--- src/hdl/aws_pkg.sv ---
// Shared types and constants for the Ackermann wheel steering angle pipeline.
`default_nettype none

package aws_pkg;

  localparam int ROT_W = 33;
  localparam int VEC_W = 54;
  localparam int ANG_W = 33;
  localparam int TABLE_LEN = 24;

  localparam logic [1:0] REG_TRACK = 2'd0;
  localparam logic [1:0] REG_BASE  = 2'd1;
  localparam logic [1:0] REG_MAX   = 2'd2;

  localparam logic signed [ANG_W-1:0] HALF_PI_Q30 = 33'sd1686629713;
  localparam logic [63:0] STEER_LIMIT_Q32 = 64'd6703569179;

  localparam logic [31:0] ATAN_Q30 [TABLE_LEN] = '{
    32'd843314857, 32'd497837829, 32'd263043837, 32'd133525159, 32'd67021687,
    32'd33543516, 32'd16775851, 32'd8388437, 32'd4194283, 32'd2097149,
    32'd1048576, 32'd524288, 32'd262144, 32'd131072, 32'd65536, 32'd32768,
    32'd16384, 32'd8192, 32'd4096, 32'd2048, 32'd1024, 32'd512, 32'd256,
    32'd128
  };

  typedef struct packed {
    logic                    negcmd;
    logic                    zero;
    logic signed [ROT_W-1:0] x;
    logic signed [ROT_W-1:0] y;
    logic signed [ANG_W-1:0] z;
  } rot_t;

  typedef struct packed {
    logic                    negcmd;
    logic                    zero;
    logic                    xz_o;
    logic                    neg_o;
    logic                    xz_i;
    logic                    neg_i;
    logic signed [VEC_W-1:0] xo;
    logic signed [VEC_W-1:0] yo;
    logic signed [ANG_W-1:0] zo;
    logic signed [VEC_W-1:0] xi;
    logic signed [VEC_W-1:0] yi;
    logic signed [ANG_W-1:0] zi;
  } vec_t;

endpackage

`default_nettype wire

--- src/hdl/aws_rot_cell.sv ---
// One rotation-mode CORDIC cell: a single micro-rotation, registered.
`default_nettype none

module aws_rot_cell import aws_pkg::*; #(
  parameter int STAGE = 0
) (
  input  logic clk,
  input  logic rst,
  input  logic en,
  input  logic d_valid,
  input  rot_t d,
  output logic q_valid,
  output rot_t q
);

  logic signed [ROT_W-1:0] xs;
  logic signed [ROT_W-1:0] ys;
  logic signed [ANG_W-1:0] a;
  rot_t nx;

  always_comb begin
    nx = d;
    xs = d.x >>> STAGE;
    ys = d.y >>> STAGE;
    a  = $signed({1'b0, ATAN_Q30[STAGE]});
    if (d.z >= 0) begin
      nx.x = d.x - ys;
      nx.y = d.y + xs;
      nx.z = d.z - a;
    end else begin
      nx.x = d.x + ys;
      nx.y = d.y - xs;
      nx.z = d.z + a;
    end
  end

  always_ff @(posedge clk) begin
    if (rst) begin
      q_valid <= 1'b0;
    end else if (en) begin
      q_valid <= d_valid;
    end
  end

  always_ff @(posedge clk) begin
    if (en) begin
      q <= nx;
    end
  end

endmodule

`default_nettype wire

--- config.mk ---
export PLATFORM = sky130hd
export DESIGN_NAME = aws_rot_cell
export DESIGN_NICKNAME = d
export VERILOG_FILES = /design/src/hdl/aws_pkg.sv /design/src/hdl/aws_rot_cell.sv
export SDC_FILE = /design/constraint.sdc
export NUM_CORES = 1
export LEC_CHECK = 0
export BUFFER_PORTS_ARGS = -buffer_cell sky130_fd_sc_hd__buf_2
export CAP_MARGIN = 10
export CORE_MARGIN = 2
export CORE_UTILIZATION = 40
export CTS_CLUSTER_SIZE = 12
export DETAILED_ROUTE_END_ITERATION = 12
export GPL_ROUTABILITY_DRIVEN = 1
export HOLD_SLACK_MARGIN = 0.05
export SYNTH_ARGS = -nofsm -noshare
export SYNTH_HDL_FRONTEND = slang
export SYNTH_SLANG_ARGS = --single-unit
--- constraint.sdc ---
create_clock -name clk -period 3.6 [get_ports clk]
set_input_delay 0.18 -clock clk [delete_from_list [all_inputs] [get_ports clk]]
set_output_delay 0.18 -clock clk [all_outputs]
set_load 0.01 [all_outputs]
==> results of run 1 <==
-- state kept, by name (all words and copies together), names as in the netlist --
name,count
q_valid,1
q,100
-- what timing repair did --
| action | 4_1_cts | 5_1_grt |
|---|---|---|
| setup buffers | 0 | 0 |
| gates resized for setup | 0 | 0 |
| setup endpoints to repair | 0 | 0 |
| hold endpoints to repair | 3 | 0 |
| hold buffers | 4 | 0 |
-- stage by stage --
step	util [%]	total power, µW	setup WS, ns	cell area (µm²)
2_1_floorplan	-	2740	0.228	10100
3_3_place_gp	46.4	3360	0.196	11600
3_5_place_dp	46.4	3360	0.245	11600
4_1_cts	47.7	4410	0.611	12000
5_1_grt	47.7	4650	0.380	12000
6_report	47.7	4400	0.589	12000
-- power by group through the flow --
stage,registers (µW),clock network (µW),logic (µW)
after floorplan,1740,0,997
after global placement,1630,0,1740
after detailed placement,1630,0,1730
after CTS,1600,1060,1750
after global routing,1620,1100,1930
final,1600,1040,1760
-- cell usage in the layout (no fill, tap or decap), types with 14 or more instances in the layout --
cell	n
inv_1	102
xor2_1	18
a21oi_1	124
nand3_1	22
edfxtp_1	100
buf_2	204
xnor2_1	71
nor3_1	26
nor2_1	95
nor2b_1	16
nand2_1	50
ha_1	136
o21bai_1	20
o21ai_0	68
a21o_1	43
buf_4	33
mux2i_1	14
-- metal layers --
layer / routed length, µm / share of wire [%] / vias to the layer above
met5: 0 / 0 / -
met4: 697 / 2.4 / 0
met3: 1770 / 6.0 / 44
met2: 13600 / 46 / 323
met1: 13300 / 45 / 4267
li1: - / - / 4530
-- final timing paths --
check                            start                    to  slack, ns  cells after the start
setup reg to reg  q_valid$_SDFFE_PP0P_  q_valid$_SDFFE_PP0P_       2.43                      3
hold reg to reg   q_valid$_SDFFE_PP0P_  q_valid$_SDFFE_PP0P_       1.08                      3
setup / recovery                 d[66]       q[94]$_DFFE_PP_       0.59                     16
hold / removal                    d[0]        q[0]$_DFFE_PP_       0.15                      2
-- worst register-to-register path, cell delays in order, from the launching register on --
cell           delay [ns]
dfxtp_1              0.31
mux2i_1              0.12
nor2_1               0.06
dlygate4sd3_1        0.56
-- kinds of logic after synthesis --
| family | Yosys count |
|---|---|
| compound gates | 373 |
| simple gates | 274 |
| buf+inv | 151 |
| fa+ha+maj | 140 |
| flops | 101 |
| xor+xnor | 89 |
| mux | 14 |
-- area by class of cell --
cell class,count,area (µm²),share of cell area [%]
Timing Repair Buffer,241,1310,11.0
Inverter,106,398,3.33
Sequential cell,101,3020,25.3
Clock inverter,7,73.8,0.618
Multi-Input combinational cell,890,6510,54.5
Tap cell,330,413,3.45
Clock buffer,9,225,1.88
==> flow_metrics.env, run 1 <==
export IMPL_timing_final_crit_share_pct=83.6
export IMPL_fin_nets=1594
export IMPL_cts_max_level=3
export IMPL_cp_cell_sequence="buf_2 -> inv_1 -> ha_1 -> fa_1 -> nand2b_1 -> a21boi_0 -> o21ai_1 -> a21oi_1 -> o41ai_1 -> buf_4 -> o41ai_1 -> buf_4 -> nor3b_1 -> a21oi_1 -> o31a_1 -> xor2_1"
export IMPL_grtUsageMet1_pct=28.6
export IMPL_vias_per_cell=5.44
export IMPL_crit_slowest_cell="o41ai_1"
export IMPL_drive_above_1_share_pct=20.7
export IMPL_crit_path_start_kind="input port"
export IMPL_sw_frac_of_total_pct=37.2
export IMPL_dr_pass1_iters=5
export IMPL_worstMarginPinSlew_ns=0.971
export IMPL_antenna_found_initial=0
export IMPL_cts_tree="yes"
export IMPL_grt_overflow_total=0
export IMPL_use_met2_pct=37.1
export IMPL_yosysWarningCount=0
export IMPL_synth_compound_area_share_pct=24.5
export IMPL_clk_path_buf_depth=2
export IMPL_start_util_pct=40.4
export IMPL_grt_use_met3_pct=2.95
export IMPL_hold_slack_ns=0.150
export IMPL_dp_cells=1664
export IMPL_num_rows=58
export IMPL_synth_top_cell_area_share_pct=29.7
export IMPL_worstSetupEndpointType="flop"
export IMPL_clockPowerShare_pct=23.6
export IMPL_io_pins=207
export IMPL_required_ns=3.71
export IMPL_track_usage_pct=21.9
export IMPL_p_comb_share_pct=40.0
export IMPL_totalWireLength_um=29300
export IMPL_slew_violations=0
export IMPL_seqPwrFrac_pct=36.5
export IMPL_power_leakage_uw=0.00548
export IMPL_maxCapViolations=0
export IMPL_ys_seq_area_share_pct=29.9
export IMPL_period_minus_slack_ns=3.01
export IMPL_finalClockSkew_ns=0
export IMPL_setup_viol=0
export IMPL_yosys_top_cells_area="edfxtp_1 (30%), ha_1 (17%), xnor2_1 (6.1%), a21oi_1 (6.1%), inv_1 (3.8%)"
export IMPL_peakVddDrop_mv=0.200
export IMPL_synth_top_cell_by_area="edfxtp_1"
export IMPL_netlist_top_cells_count="ha_1 (136), a21oi_1 (124), inv_1 (102), edfxtp_1 (100), nor2_1 (95)"
export IMPL_ant_nets=0
export IMPL_max_slew_margin_pct=35.3
export IMPL_cp_top_family="compound AO/OA/AOI/OAI gates"
export IMPL_finalSetupTns_ns=0
export IMPL_synth_cell_types=86
export IMPL_synth_most_common_cell="ha_1"
export IMPL_hold_violations=0
export IMPL_io_buffers=206
export IMPL_clk_latency_ns=0.36
export IMPL_syn_num_nets=1387
export IMPL_cpPeakStageDelay_ns=0.44
export IMPL_cp_num_buf_inv=4
export IMPL_wl_per_cell_um=17.4
export IMPL_drc=0
export IMPL_fmax_mhz=332
export IMPL_grt_max_degree=72
export IMPL_synth_area_mux_share_pct=1.38
export IMPL_status="finished clean"
export IMPL_synthAdderAreaFrac_pct=17.6
export IMPL_n_antenna_cell=0
export IMPL_dp_hpwl_um=23400
export IMPL_num_vias=9164
export IMPL_worst_setup_hold_path_clk_slew_ns=0.08
export IMPL_cts_inserted_buffers=9
export IMPL_rsz0062_at_grt="no"
export IMPL_synth_ff_latch_count=101
export IMPL_syn_inst=1142
export IMPL_clock_sinks=101
export IMPL_stdcell_count=1684
export IMPL_p_int_uw=2760
export IMPL_drt_initial_drc_count=687
export IMPL_pwr_density_cell_mw_per_mm2=368
export IMPL_synth_top_family_by_area="compound AO/OA/AOI/OAI gates"
export IMPL_syn_to_final_growth_pct=18.1
export IMPL_syn_area_per_cell_um2=8.86
export IMPL_top_usage_layer="met2"
export IMPL_synthSimpleGateAreaFrac_pct=13.1
export IMPL_grt_pass1_wl_um=45800
export IMPL_crit_fanout=3
export IMPL_die_x_um=163
export IMPL_synth_edf_count=100
export IMPL_synth_area_mm2=0.0101
export IMPL_grt_pass1_vias=8902
export IMPL_core_mm2=0.0250
export IMPL_place_congestion=0.972
export IMPL_p_sw_uw=1640
export IMPL_crit_type="in -> reg"
export IMPL_die_h_um=163
export IMPL_fillers=2487
export IMPL_cts_root_buf="clkbuf_16"
export IMPL_die_area_mm2=0.0266
export IMPL_synthFlopType="edfxtp_1"
export IMPL_synth_async_reset_ratio_pct=0
export IMPL_arrival_ns=3.12
export IMPL_hold_class="in -> reg"
export IMPL_synth_xor_area_share_pct=7.70
(Power assumes the default switching activity.)
==> run 2: changes to the inputs <==
- clock period: 3.6 -> 2.9 ns (I/O delays scaled with it)
==> run 2 against run 1 <==
  * Largest cell class unchanged
  * Power is 32% higher
  * Critical path depth is 2 lower
  * Die area stayed put
  * Clock-buffer cell count stayed put
  * Register-to-register slack worse by 0.67 ns
  * Critical path type unchanged
  * Utilization is 6.0 points higher
  * Combinational power is 45% higher
  * Cell count is 11% higher
==> flow_metrics.env, run 2 (same netlist as run 1, synthesis figures left out) <==
export IMPL_worstSetupEndpointType="flop"
export IMPL_largest_reg_flops=100
export IMPL_mostFrequentLayoutCell="buf_4"
export IMPL_drt_initial_drc_count=910
export IMPL_cts_root_buf="clkbuf_16"
export IMPL_num_rows=58
export IMPL_crit_fanout=5
export IMPL_start_util_pct=40.4
export IMPL_finalClockSkew_ns=0
export IMPL_r2r_end="q_valid$_SDFFE_PP0P_"
export IMPL_vias_per_cell=5.33
export IMPL_core_mm2=0.0250
export IMPL_die_x_um=163
export IMPL_required_ns=3.01
export IMPL_setup_viol=0
export IMPL_power_leakage_uw=0.00643
export IMPL_grt_overflow_total=0
export IMPL_cp_top_family="compound AO/OA/AOI/OAI gates"
export IMPL_postCtsSetupBuffers=0
export IMPL_io_buffers=206
export IMPL_cts_max_level=3
export IMPL_wl_per_cell_um=17.0
export IMPL_cp_num_buf_inv=2
export IMPL_design_area_mm2=0.0135
export IMPL_totalWireLength_um=31900
export IMPL_worstMarginPinSlew_ns=1.01
export IMPL_peakVddDrop_mv=0.244
export IMPL_dp_cells=1857
export IMPL_worst_r2r_cell_count=3
export IMPL_clk_path_buf_depth=2
export IMPL_hold_class="in -> reg"
export IMPL_crit_slowest_cell="fa_1"
export IMPL_track_usage_pct=23.7
export IMPL_ant_nets=0
export IMPL_arrival_ns=2.86
export IMPL_setup_slack_ns=0.153
export IMPL_rsz0062_at_grt="no"
export IMPL_finalSetupTns_ns=0
export IMPL_num_vias=10000
export IMPL_preCtsSetupSlack_ns=-0.371
export IMPL_cp_depth=14
export IMPL_hold_violations=0
export IMPL_setup_worst_path_start="d[33]"
export IMPL_place_congestion=0.986
export IMPL_io_pins=207
export IMPL_reg_largest_list="q x100, q_valid x1"
export IMPL_stdcell_count=1877
export IMPL_period_minus_slack_ns=2.75
export IMPL_dp_hpwl_um=25700
export IMPL_regMostFlops="q"
export IMPL_layout_common_cells="buf_4 (224), buf_2 (204), ha_1 (136)"
export IMPL_cts_inserted_buffers=9
export IMPL_reg2reg_slack_ns=1.76
export IMPL_status="finished clean"
export IMPL_dr_pass1_iters=6
export IMPL_fmax_mhz=364
export IMPL_fin_nets=1787
export IMPL_max_slew_margin_pct=32.7
export IMPL_cpPeakStageDelay_ns=0.41
export IMPL_crit_path_start_kind="input port"
export IMPL_n_antenna_cell=0
export IMPL_placed_cell_area_mm2=0.0131
export IMPL_utilization_pct=53.8
export IMPL_clock_sinks=101
export IMPL_clk_latency_ns=0.36
export IMPL_fillers=2347
export IMPL_cp_cell_sequence="buf_2 -> ha_1 -> fa_1 -> nor2b_2 -> o311ai_4 -> a31oi_4 -> a21oi_4 -> o311a_4 -> o41a_1 -> o21ai_2 -> a211oi_1 -> buf_4 -> o2111ai_1 -> o311a_1"
export IMPL_syn_to_final_growth_pct=33.0
export IMPL_cts_tree="yes"
export IMPL_die_area_mm2=0.0266
export IMPL_pwr_density_cell_mw_per_mm2=432
export IMPL_drc=0
export IMPL_maxCapViolations=0
export IMPL_die_h_um=163
export IMPL_drive_above_1_share_pct=31.0
export IMPL_grt_pass1_vias=9781
export IMPL_timing_final_crit_share_pct=94.7
export IMPL_crit_type="in -> reg"
export IMPL_slew_violations=0
export IMPL_grt_max_degree=92
export IMPL_r2r_start="q_valid$_SDFFE_PP0P_"
export IMPL_antenna_found_initial=0
export IMPL_setup_worst_path_end="q[61]$_DFFE_PP_"
export IMPL_grt_pass1_wl_um=49800
export IMPL_worst_setup_hold_path_clk_slew_ns=0.08
-- run 2: per-layer routing --
| metal | GRT usage (%) | vias up | wire length, µm |
|---|---|---|---|
| li1 | - | 4913 | - |
| met1 | 30.8 | 4617 | 14000 |
| met2 | 40.5 | 406 | 14900 |
| met3 | 3.17 | 65 | 2080 |
| met4 | 8.00 | 0 | 896 |
| met5 | 0 | - | 0 |
-- run 2: worst min path at each step --
stage / from / end / slack, ns / depth (start not counted)
after floorplan: rst / q_valid$_SDFFE_PP0P_ / 0.22 / 1
after global placement: rst / q_valid$_SDFFE_PP0P_ / 0.30 / 2
after detailed placement: rst / q_valid$_SDFFE_PP0P_ / 0.30 / 2
after CTS: d[0] / q[0]$_DFFE_PP_ / 0.09 / 2
after global routing: d[0] / q[0]$_DFFE_PP_ / 0.12 / 2
final: d[0] / q[0]$_DFFE_PP_ / 0.10 / 2
-- run 2: report_power, final --
group / switching [µW] / leakage (µW) / internal (µW)
logic: 1400 / 0.00530 / 1160
clock network: 654 / 0.000146 / 608
registers: 64.9 / 0.000987 / 1930
-- run 2: repair_timing --
item                                    in CTS  in global routing
resized for setup                            1                 12
hold endpoints to repair                     3                  0
hold buffers                                 4                  0
endpoints found under the setup margin       1                 17
cloned                                       0                  0
pin swaps                                    0                  2
-- run 2: through the flow --
stage | hold WS, ns | power (µW)
final | 0.103 | 5820
after global routing | 0.121 | 6150
after CTS | 0.0905 | 5820
after detailed placement | 0.304 | 4540
after global placement | 0.302 | 4520
after floorplan | 0.217 | 3400
-- run 2: worst reg2reg max path, delay by kind of cell (launching register included) --
family | cells | cell delay (ns)
simple gates | 1 | 0.05
mux | 1 | 0.12
flops | 1 | 0.31
buf+inv | 1 | 0.55
-- run 2: area by class of cell --
cell class	count	area [µm²]	area share (%)
Clock buffer	9	225	1.67
Clock inverter	7	65.1	0.483
Inverter	106	398	2.96
Multi-Input combinational cell	890	6560	48.7
Sequential cell	101	3020	22.5
Tap cell	330	413	3.07
Timing Repair Buffer	434	2780	20.7
